--- config.mk ---
export PLATFORM = sky130hd
export DESIGN_NAME = path_command_parse_queue_top
export DESIGN_NICKNAME = d
export VERILOG_FILES = /design/src/rtl/pcpq_pkg.sv /design/src/rtl/pcpq_ram.sv /design/src/rtl/pcpq_parser.sv /design/src/rtl/pcpq_queue.sv /design/src/rtl/path_command_parse_queue_top.sv
export SDC_FILE = /design/constraint.sdc
export NUM_CORES = 2
export LEC_CHECK = 0
export ABC_AREA = 0
export BUFFER_PORTS_ARGS = -buffer_cell sky130_fd_sc_hd__buf_2
export CAP_MARGIN = 10
export CORE_MARGIN = 2
export CORE_UTILIZATION = 50
export DETAILED_ROUTE_END_ITERATION = 16
export GPL_ROUTABILITY_DRIVEN = 0
export GPL_TIMING_DRIVEN = 0
export HOLD_SLACK_MARGIN = 0.03
export PLACE_DENSITY = 0.75
export SYNTH_ARGS = -nofsm -noshare
export SYNTH_HDL_FRONTEND = slang
export SYNTH_HIERARCHICAL = 1
export SYNTH_SLANG_ARGS = --single-unit
--- constraint.sdc ---
create_clock -name clock -period 8.75 [get_ports clock]
set_input_delay 2.625 -clock clock [delete_from_list [all_inputs] [get_ports clock]]
set_output_delay 2.625 -clock clock [all_outputs]
set_load 0.01 [all_outputs]
--- src/rtl/pcpq_pkg.sv ---
// ----------------------------------------------------------------------------
// pcpq_pkg
// Shared types and codes for the path command parse queue.
// ----------------------------------------------------------------------------
package pcpq_pkg;

   // opcodes of an input item
   localparam logic [1:0] OP_CLEAR = 2'd0;
   localparam logic [1:0] OP_CHAR  = 2'd1;
   localparam logic [1:0] OP_END   = 2'd2;
   localparam logic [1:0] OP_POP   = 2'd3;

   // configuration port
   localparam int unsigned CSR_ADDR_W  = 3;
   localparam int unsigned CSR_DATA_W  = 32;
   localparam logic        REG_NO_ID   = 1'b0;   // word index of no_id_value

   typedef struct packed {
      logic [1:0] opcode;
      logic [7:0] path_char;
   } req_type;

   typedef struct packed {
      logic        head_valid;
      logic [31:0] head_id;
      logic [7:0]  head_cmd_first;
      logic [7:0]  head_cmd_second;
      logic        next_valid;
      logic [31:0] next_id;
      logic [7:0]  next_cmd_first;
      logic [7:0]  next_cmd_second;
      logic        queue_full;
      logic        overflow_cleared;
   } rsp_type;

   // one queue entry as stored in memory
   typedef struct packed {
      logic [31:0] id;
      logic [15:0] cmd;
   } entry_type;

   // push request from the token parser to the queue
   typedef struct packed {
      logic        push;
      logic [31:0] id;
      logic [15:0] cmd;
   } push_type;

   // queue status after the last item
   typedef struct packed {
      logic head_valid;
      logic next_valid;
      logic full;
      logic cleared;
   } qstat_type;

endpackage

--- src/rtl/pcpq_ram.sv ---
// ----------------------------------------------------------------------------
// pcpq_ram
// Generic single-write, single-read RAM with registered read data.
// ----------------------------------------------------------------------------
module pcpq_ram #(
   parameter int unsigned WIDTH = 48,
   parameter int unsigned DEPTH = 16
) (
   input  logic                     clock,
   input  logic                     wr_en,
   input  logic [$clog2(DEPTH)-1:0] wr_addr,
   input  logic [WIDTH-1:0]         wr_data,
   input  logic [$clog2(DEPTH)-1:0] rd_addr,
   output logic [WIDTH-1:0]         rd_data
);

   logic [WIDTH-1:0] mem [DEPTH];
   logic [WIDTH-1:0] rd_data_ff;

   always_ff @(posedge clock) begin
      if (wr_en) begin
         mem[wr_addr] <= wr_data;
      end
      rd_data_ff <= mem[rd_addr];
   end

   assign rd_data = rd_data_ff;

endmodule

--- src/rtl/pcpq_parser.sv ---
// ----------------------------------------------------------------------------
// pcpq_parser
// Token parser: splits the path at commas, reads the signed decimal id and
// collects the first two bytes of each command token.
// ----------------------------------------------------------------------------
module pcpq_parser (
   input  logic               clock,
   input  logic               reset,
   input  logic               step,
   input  logic [1:0]         opcode,
   input  logic [7:0]         path_char,
   output pcpq_pkg::push_type push_req
);
   import pcpq_pkg::*;

   localparam logic [7:0] CH_SEPARATOR = 8'h2C;
   localparam logic [7:0] CH_SPACE     = 8'h20;
   localparam logic [7:0] CH_TAB       = 8'h09;
   localparam logic [7:0] CH_CR        = 8'h0D;
   localparam logic [7:0] CH_PLUS      = 8'h2B;
   localparam logic [7:0] CH_MINUS     = 8'h2D;
   localparam logic [7:0] CH_ZERO      = 8'h30;
   localparam logic [7:0] CH_NINE      = 8'h39;

   localparam logic [1:0] PH_SKIP   = 2'd0;
   localparam logic [1:0] PH_DIGITS = 2'd1;
   localparam logic [1:0] PH_DONE   = 2'd2;

   logic        is_cmd_ff, is_cmd_in;
   logic        open_ff, open_in;
   logic [1:0]  phase_ff, phase_in;
   logic        neg_ff, neg_in;
   logic [31:0] accum_ff, accum_in;
   logic [31:0] pend_ff, pend_in;
   logic [1:0]  seen_ff, seen_in;
   logic [15:0] pair_ff, pair_in;

   logic        is_digit;
   logic        is_space;
   logic        do_close;
   logic [31:0] accum_x10;

   assign is_digit  = (path_char >= CH_ZERO) && (path_char <= CH_NINE);
   assign is_space  = (path_char == CH_SPACE) ||
                      ((path_char >= CH_TAB) && (path_char <= CH_CR));
   assign accum_x10 = {accum_ff[28:0], 3'b000} + {accum_ff[30:0], 1'b0};
   assign do_close  = (opcode == OP_END) ||
                      ((opcode == OP_CHAR) && (path_char == CH_SEPARATOR));

   assign push_req.push = step && do_close && open_ff && is_cmd_ff;
   assign push_req.id   = pend_ff;
   assign push_req.cmd  = pair_ff;

   always_comb begin
      is_cmd_in = is_cmd_ff;
      open_in   = open_ff;
      phase_in  = phase_ff;
      neg_in    = neg_ff;
      accum_in  = accum_ff;
      pend_in   = pend_ff;
      seen_in   = seen_ff;
      pair_in   = pair_ff;
      if (opcode == OP_CLEAR) begin
         is_cmd_in = 1'b0;
         open_in   = 1'b0;
         phase_in  = PH_SKIP;
         neg_in    = 1'b0;
         accum_in  = '0;
         pend_in   = '0;
         seen_in   = '0;
         pair_in   = '0;
      end else if (do_close) begin
         // close the open token, then start a fresh one
         if (open_ff) begin
            if (!is_cmd_ff) begin
               pend_in = neg_ff ? (32'd0 - accum_ff) : accum_ff;
            end
            is_cmd_in = !is_cmd_ff;
         end
         if (opcode == OP_END) begin
            is_cmd_in = 1'b0;
         end
         open_in  = 1'b0;
         phase_in = PH_SKIP;
         neg_in   = 1'b0;
         accum_in = '0;
         seen_in  = '0;
         pair_in  = '0;
      end else if (opcode == OP_CHAR) begin
         open_in = 1'b1;
         if (is_cmd_ff) begin
            if (seen_ff == 2'd0) begin
               pair_in = {path_char, 8'h00};
               seen_in = 2'd1;
            end else if (seen_ff == 2'd1) begin
               pair_in = {pair_ff[15:8], path_char};
               seen_in = 2'd2;
            end
         end else if (phase_ff == PH_SKIP) begin
            if (is_space) begin
               phase_in = PH_SKIP;
            end else if ((path_char == CH_PLUS) || (path_char == CH_MINUS)) begin
               neg_in   = (path_char == CH_MINUS);
               phase_in = PH_DIGITS;
            end else if (is_digit) begin
               accum_in = 32'(path_char[3:0]);
               phase_in = PH_DIGITS;
            end else begin
               phase_in = PH_DONE;
            end
         end else if (phase_ff == PH_DIGITS) begin
            if (is_digit) begin
               accum_in = accum_x10 + 32'(path_char[3:0]);
            end else begin
               phase_in = PH_DONE;
            end
         end
      end
   end

   always_ff @(posedge clock) begin
      if (reset) begin
         is_cmd_ff <= 1'b0;
         open_ff   <= 1'b0;
         phase_ff  <= PH_SKIP;
         neg_ff    <= 1'b0;
         accum_ff  <= '0;
         pend_ff   <= '0;
         seen_ff   <= '0;
         pair_ff   <= '0;
      end else if (step) begin
         is_cmd_ff <= is_cmd_in;
         open_ff   <= open_in;
         phase_ff  <= phase_in;
         neg_ff    <= neg_in;
         accum_ff  <= accum_in;
         pend_ff   <= pend_in;
         seen_ff   <= seen_in;
         pair_ff   <= pair_in;
      end
   end

   ast_clear_resets_parser: assert property (@(posedge clock) disable iff (reset)
      (step && (opcode == OP_CLEAR)) |=> (!is_cmd_ff && !open_ff && (pend_ff == '0)))
      else $error("parser not cleared by clear item");

   ast_end_expects_id: assert property (@(posedge clock) disable iff (reset)
      (step && (opcode == OP_END)) |=> (!is_cmd_ff && !open_ff))
      else $error("parser not expecting id after end of path");

endmodule

--- src/rtl/pcpq_queue.sv ---
// ----------------------------------------------------------------------------
// pcpq_queue
// Ring queue of (id, command) entries. Two RAM copies share every write and
// are read at the head slot and the slot after it.
// ----------------------------------------------------------------------------
module pcpq_queue #(
   parameter int unsigned QUEUE_DEPTH = 16
) (
   input  logic                 clock,
   input  logic                 reset,
   input  logic                 step,
   input  logic [1:0]           opcode,
   input  pcpq_pkg::push_type   push_req,
   output pcpq_pkg::qstat_type  status,
   output pcpq_pkg::entry_type  head_entry,
   output pcpq_pkg::entry_type  next_entry
);
   import pcpq_pkg::*;

   localparam int unsigned IDX_W   = $clog2(QUEUE_DEPTH);
   localparam int unsigned ENTRY_W = $bits(entry_type);

   function automatic logic [IDX_W-1:0] wrap_next(input logic [IDX_W-1:0] idx);
      return (idx == IDX_W'(QUEUE_DEPTH - 1)) ? '0 : idx + 1'b1;
   endfunction

   logic [IDX_W-1:0] rd_idx_ff, rd_idx_in;
   logic [IDX_W-1:0] wr_idx_ff, wr_idx_in;
   logic             cleared_ff, cleared_in;

   logic             full;
   logic             empty;
   logic             wr_en;
   logic [IDX_W-1:0] wr_addr;
   entry_type        wr_entry;
   logic [ENTRY_W-1:0] head_raw;
   logic [ENTRY_W-1:0] next_raw;

   assign empty = (rd_idx_ff == wr_idx_ff);
   assign full  = (wrap_next(wr_idx_ff) == rd_idx_ff);

   // a push into a full queue empties it and lands in slot zero
   assign wr_en        = push_req.push;
   assign wr_addr      = full ? '0 : wr_idx_ff;
   assign wr_entry.id  = push_req.id;
   assign wr_entry.cmd = push_req.cmd;

   always_comb begin
      rd_idx_in  = rd_idx_ff;
      wr_idx_in  = wr_idx_ff;
      cleared_in = 1'b0;
      unique case (opcode)
         OP_CLEAR: begin
            rd_idx_in = '0;
            wr_idx_in = '0;
         end
         OP_POP: begin
            if (!empty) begin
               rd_idx_in = wrap_next(rd_idx_ff);
            end
         end
         default: begin
            if (push_req.push) begin
               if (full) begin
                  rd_idx_in  = '0;
                  wr_idx_in  = wrap_next('0);
                  cleared_in = 1'b1;
               end else begin
                  wr_idx_in = wrap_next(wr_idx_ff);
               end
            end
         end
      endcase
   end

   always_ff @(posedge clock) begin
      if (reset) begin
         rd_idx_ff  <= '0;
         wr_idx_ff  <= '0;
         cleared_ff <= 1'b0;
      end else if (step) begin
         rd_idx_ff  <= rd_idx_in;
         wr_idx_ff  <= wr_idx_in;
         cleared_ff <= cleared_in;
      end
   end

   pcpq_ram #(
      .WIDTH (ENTRY_W),
      .DEPTH (QUEUE_DEPTH)
   ) u_head_ram (
      .clock   (clock),
      .wr_en   (wr_en),
      .wr_addr (wr_addr),
      .wr_data (wr_entry),
      .rd_addr (rd_idx_ff),
      .rd_data (head_raw)
   );

   pcpq_ram #(
      .WIDTH (ENTRY_W),
      .DEPTH (QUEUE_DEPTH)
   ) u_next_ram (
      .clock   (clock),
      .wr_en   (wr_en),
      .wr_addr (wr_addr),
      .wr_data (wr_entry),
      .rd_addr (wrap_next(rd_idx_ff)),
      .rd_data (next_raw)
   );

   assign head_entry = entry_type'(head_raw);
   assign next_entry = entry_type'(next_raw);

   assign status.head_valid = !empty;
   assign status.next_valid = !empty && (wr_idx_ff != wrap_next(rd_idx_ff));
   assign status.full       = full;
   assign status.cleared    = cleared_ff;

   ast_overflow_restart: assert property (@(posedge clock) disable iff (reset)
      cleared_ff |-> ((rd_idx_ff == '0) && (wr_idx_ff == wrap_next('0))))
      else $error("overflow clear left pointers elsewhere than slot zero");

   ast_pop_empty_holds: assert property (@(posedge clock) disable iff (reset)
      (step && (opcode == OP_POP) && empty) |=> (empty && $stable(rd_idx_ff)))
      else $error("pop on empty queue moved the head");

endmodule

--- src/rtl/path_command_parse_queue_top.sv ---
// ----------------------------------------------------------------------------
// path_command_parse_queue_top
// Parses a comma-separated path byte stream into a ring queue of
// (id, command) entries and reports head, next entry and flags per item.
//
//   Port group  Direction  Handshake          Payload
//   req_        in         req_valid/ready    req_type  (opcode, path_char)
//   rsp_        out        rsp_valid/ready    rsp_type  (head, next, flags)
//   csr_        in/out     APB psel/penable   no_id_value at byte address 0
//
// An item goes through accept and update, RAM read of head and next slot,
// load of the result register; the registered RAM read sets that order.
// The result register frees the input side: the next item is taken while
// a result still waits. Reset is synchronous; it empties the queue and the
// parser and clears no_id_value. The RAM contents are not cleared.
// ----------------------------------------------------------------------------
module path_command_parse_queue_top #(
   parameter int unsigned QUEUE_DEPTH = 16
) (
   input  logic                                 clock,
   input  logic                                 reset,
   input  logic                                 req_valid,
   output logic                                 req_ready,
   input  pcpq_pkg::req_type                    req_data,
   output logic                                 rsp_valid,
   input  logic                                 rsp_ready,
   output pcpq_pkg::rsp_type                    rsp_data,
   input  logic                                 csr_psel,
   input  logic                                 csr_penable,
   input  logic                                 csr_pwrite,
   input  logic [pcpq_pkg::CSR_ADDR_W-1:0]      csr_paddr,
   input  logic [pcpq_pkg::CSR_DATA_W-1:0]      csr_pwdata,
   output logic [pcpq_pkg::CSR_DATA_W-1:0]      csr_prdata,
   output logic                                 csr_pready
);
   import pcpq_pkg::*;

   localparam logic [1:0] ST_IDLE = 2'd0;
   localparam logic [1:0] ST_READ = 2'd1;
   localparam logic [1:0] ST_RESP = 2'd2;

   logic [1:0]  state_ff, state_in;
   logic        rsp_valid_ff, rsp_valid_in;
   rsp_type     rsp_ff, rsp_in;
   logic [31:0] no_id_ff;

   logic        step;
   logic        load;
   push_type    push_req;
   qstat_type   status;
   entry_type   head_entry;
   entry_type   next_entry;

   // configuration register
   assign csr_pready = 1'b1;
   assign csr_prdata = (csr_paddr[2] == REG_NO_ID) ? no_id_ff : '0;

   always_ff @(posedge clock) begin
      if (reset) begin
         no_id_ff <= '0;
      end else if (csr_psel && csr_penable && csr_pwrite && csr_pready &&
                   (csr_paddr[2] == REG_NO_ID)) begin
         no_id_ff <= csr_pwdata;
      end
   end

   assign req_ready = (state_ff == ST_IDLE);
   assign step      = req_valid && req_ready;
   assign load      = (state_ff == ST_RESP) && (!rsp_valid_ff || rsp_ready);

   pcpq_parser u_parser (
      .clock     (clock),
      .reset     (reset),
      .step      (step),
      .opcode    (req_data.opcode),
      .path_char (req_data.path_char),
      .push_req  (push_req)
   );

   pcpq_queue #(
      .QUEUE_DEPTH (QUEUE_DEPTH)
   ) u_queue (
      .clock      (clock),
      .reset      (reset),
      .step       (step),
      .opcode     (req_data.opcode),
      .push_req   (push_req),
      .status     (status),
      .head_entry (head_entry),
      .next_entry (next_entry)
   );

   always_comb begin
      state_in = state_ff;
      unique case (state_ff)
         ST_IDLE: begin
            if (step) begin
               state_in = ST_READ;
            end
         end
         ST_READ: begin
            state_in = ST_RESP;
         end
         ST_RESP: begin
            if (load) begin
               state_in = ST_IDLE;
            end
         end
         default: begin
            state_in = ST_IDLE;
         end
      endcase
   end

   always_comb begin
      rsp_in.head_valid       = status.head_valid;
      rsp_in.head_id          = status.head_valid ? head_entry.id : no_id_ff;
      rsp_in.head_cmd_first   = status.head_valid ? head_entry.cmd[15:8] : 8'h00;
      rsp_in.head_cmd_second  = status.head_valid ? head_entry.cmd[7:0] : 8'h00;
      rsp_in.next_valid       = status.next_valid;
      rsp_in.next_id          = status.next_valid ? next_entry.id : no_id_ff;
      rsp_in.next_cmd_first   = status.next_valid ? next_entry.cmd[15:8] : 8'h00;
      rsp_in.next_cmd_second  = status.next_valid ? next_entry.cmd[7:0] : 8'h00;
      rsp_in.queue_full       = status.full;
      rsp_in.overflow_cleared = status.cleared;
   end

   // hold the result until taken; a new load replaces a taken one
   assign rsp_valid_in = load || (rsp_valid_ff && !rsp_ready);

   always_ff @(posedge clock) begin
      if (reset) begin
         state_ff     <= ST_IDLE;
         rsp_valid_ff <= 1'b0;
      end else begin
         state_ff     <= state_in;
         rsp_valid_ff <= rsp_valid_in;
      end
   end

   always_ff @(posedge clock) begin
      if (load) begin
         rsp_ff <= rsp_in;
      end
   end

   assign rsp_valid = rsp_valid_ff;
   assign rsp_data  = rsp_ff;

   ast_accept_starts_read: assert property (@(posedge clock) disable iff (reset)
      step |=> (state_ff == ST_READ))
      else $error("accepted item did not start a memory read");

   ast_read_then_resp: assert property (@(posedge clock) disable iff (reset)
      (state_ff == ST_READ) |=> (state_ff == ST_RESP))
      else $error("memory read not followed by result load");

endmodule
==> results.ini <==
[clock_tree]
cts_setup_buffers = 0
clockBufferDepth = 3
h-tree-depth = 4
holdBufCountCts = 0
clock-sinks = 1863
clk-insertion-delay-late_ns = 0.82
root_buffer = clkbuf_16
numCtsBuffers = 180
cts_resized = 0
clkTransAtPathRegs_ns = 0.06
cts_tree = built

[sta]
drv_slew = 0
rsz0062_at_grt = no
fin_tns_setup_ns = 0
slew_headroom_pct = 13.6
max_freq_ghz = 0.161
finalSetupViolations = 0
hold_viol = 0
fin_skew_ns = 0.0414
fin_crit_sh_pct = 71.0
fin_crit_ns = 6.22
tightest_slew_ns = 1.30

[floorplan]
die-area_sq_mm = 0.146
die_h_um = 382
die_x_um = 382
rows = 138
ioPinCount = 187
start_util_pct = 50.5
core_sq_mm = 0.142

[setup_path]
startpoint = csr_paddr[2]
path_cells = buf_2, clkbuf_1, nor2b_1, buf_2
cp_top_family = buffers and inverters
crit_path_end_kind = primary output
crit_top_cell = buf_2
worst_setup_path_start_kind = primary input
reg2regPathDepth = 10
rrSetupSlack_ns = 4.24
r2r-start = u_queue/rd_idx_ff[1]
worstSetupPathType = in2out
arrival_ns = 3.59
critPathBufInv = 3
slowest_delay_ns = 0.46
cp.required_ns = 6.12
crit_fanout = 10
slowest_stage = clkbuf_1
timing.rr.end = rsp_data[48]

[synth]
synth.distinct_cells = 80
netlist_area_sq_mm = 0.0716
synth.avg_cell_area_sq_um = 19.8
async_reset_ff_share_pct = 0
synth_warnings = 6
synth_flop_cell = edfxtp_1
ys_top_cells_by_count = 1,636 x edfxtp_1, 384 x mux4_2, 229 x a22oi_1
synth_edf_count = 1636
synth_seq_area_share_pct = 74.9
yosysTopAreaCellShare_pct = 68.6
synth.most_common_cell = edfxtp_1
ys_top_cells_by_area = edfxtp_1 69%, mux4_2 12%, dfxtp_1 6.3%
ys_ff_latch = 1863
syn_nets = 3743
postSynthCellCount = 3626
yosys.area.top_type = edfxtp_1

[pwr]
peakVddDrop_uv = 221
switching_share_pct = 19.6
intPower_mw = 14.1
p_switching_mw = 3.44
powerDensity_mw_per_mm2 = 211
clock_power_share_pct = 44.3
power.leakage_nw = 29.3
p_seq_share_pct = 54.4
p_comb_share_pct = 1.4

[place]
hpwl_mm = 116
numPortBuffers = 181
postPlaceCellArea_sq_mm = 0.0767
placed_cells = 5796

[detailed_routing]
wl_per_cell_um = 30.2
drt-initial-drc-count = 4609
vias = 38500
routed_wl_mm = 186
drcViolationCount = 0
vias_per_cell = 6.26
first_pass_iters = 6
final_antenna_net_count = 0

[finish]
finish.instance_area_sq_mm = 0.0832
area_growth_pct = 16.1
n_fill_cell = 9864
instances_no_fill = 6152
drive_above_1_share_pct = 26.6
final_nets = 4224

[global_routing]
gr-usage-met3_pct = 5.89
grt_busiest_layer = met2
grt_max_degree = 34
overflow = 0
grt.met1_usage_pct = 32.4
grt.total_usage_pct = 25.0
grt_first_pass_wirelength_mm = 263
met2_usage_pct = 40.5
antenna_found_initial = 6
grt_pass1_vias = 38600

[run]
drv_cap = 0

[hold_path]
worstHoldStart = u_parser/seen_ff[1]
hp-class = reg2reg
hold_path_end = u_parser/seen_ff[1]
hold_depth = 1

[status]
status = finished, final reports clean

## area by class of cell
cell class / count / area [sq um] / share of cell area [%]
buffer: 190 / 967 / 1.16
antenna: 2 / 5.00 / 0.00602
clock buffer: 264 / 5150 / 6.19
multi-input combinational: 1555 / 17100 / 20.6
inverter: 18 / 67.6 / 0.0812
timing repair buffer: 299 / 3010 / 3.62
tap: 1890 / 2360 / 2.84
sequential: 1863 / 53700 / 64.5
clock inverter: 71 / 772 / 0.928
## registers in the layout (all words and copies together) (netlist names), 2 cells and up
name,flops
no_id_ff,32
u_parser/phase_ff,2
u_queue/u_head_ram/rd_data,48
rsp_data,100
u_parser/seen_ff,2
u_queue/u_next_ram/rd_data,48
u_parser/accum_ff,32
u_parser/pend_ff,32
u_queue/wr_idx_ff,4
u_queue/u_next_ram/mem,768
u_queue/u_head_ram/mem,768
u_parser/pair_ff,16
state_ff,2
u_queue/rd_idx_ff,4
## through the flow
stage	util [%]	power, mW	worst slack (ns)	hold slack [ns]
floorplan	-	9.90	0.591	0.427
global placement	52.8	9.99	-4.53	0.437
CTS	58.2	17.7	2.50	0.462
finish	58.6	17.6	2.53	0.460
detailed placement	54.1	9.99	2.00	0.447
global route	58.6	18.0	2.41	0.468
## worst max-delay path by stage
stage | to | slack, ns | cells past startpoint
after global routing | csr_prdata[8] | 2.41 | 4
after floorplan | u_queue/u_head_ram/mem[0][0] | 0.59 | 8
after CTS | csr_prdata[8] | 2.50 | 4
after detailed placement | u_queue/u_head_ram/mem[0][33] | 2.00 | 12
after global placement | u_queue/u_head_ram/mem[8][35] | -4.53 | 6
final | csr_prdata[8] | 2.53 | 4
## metal layers
metal	share of wire, %	wire, um
met1	36	66700
met2	49	91000
met3	11	19600
met4	4.6	8470
met5	0.030	55
## cell families after synthesis
logic type      synth area share (%)
xor+xnor                       0.842
simple gates                    3.72
fa+ha+maj                       1.16
compound gates                  4.29
flops                           74.9
buf+inv                         1.44
mux                             13.6
other cells                  0.00524
## power by group through the flow
| stage | combinational [mW] | clock, mW | sequential, mW |
|---|---|---|---|
| 2_1_floorplan | 0.143 | 0 | 9.75 |
| 3_3_place_gp | 0.237 | 0 | 9.75 |
| 3_5_place_dp | 0.242 | 0 | 9.75 |
| 4_1_cts | 0.244 | 7.85 | 9.56 |
| 5_1_grt | 0.260 | 8.20 | 9.56 |
| 6_report | 0.242 | 7.78 | 9.56 |
## cells in the final DEF (no fill, tap or decap), types with 25 or more instances in the layout
master / instances
buf_16: 25
buf_12: 46
xnor2_1: 45
clkbuf_16: 187
buf_2: 202
buf_1: 33
clkbuf_1: 147
mux2_2: 64
ha_1: 63
nor2_1: 76
and2_1: 44
buf_6: 42
a22o_1: 34
dfxtp_1: 226
mux2i_1: 37
edfxtp_1: 1636
nor2b_1: 49
nand2_1: 138
buf_4: 46
nor2_4: 25
mux4_2: 384
o21ai_0: 31
a21oi_1: 46
clkinv_2: 27
nand2b_1: 77
a22oi_1: 229
Power figures use the tool's default switching activity.
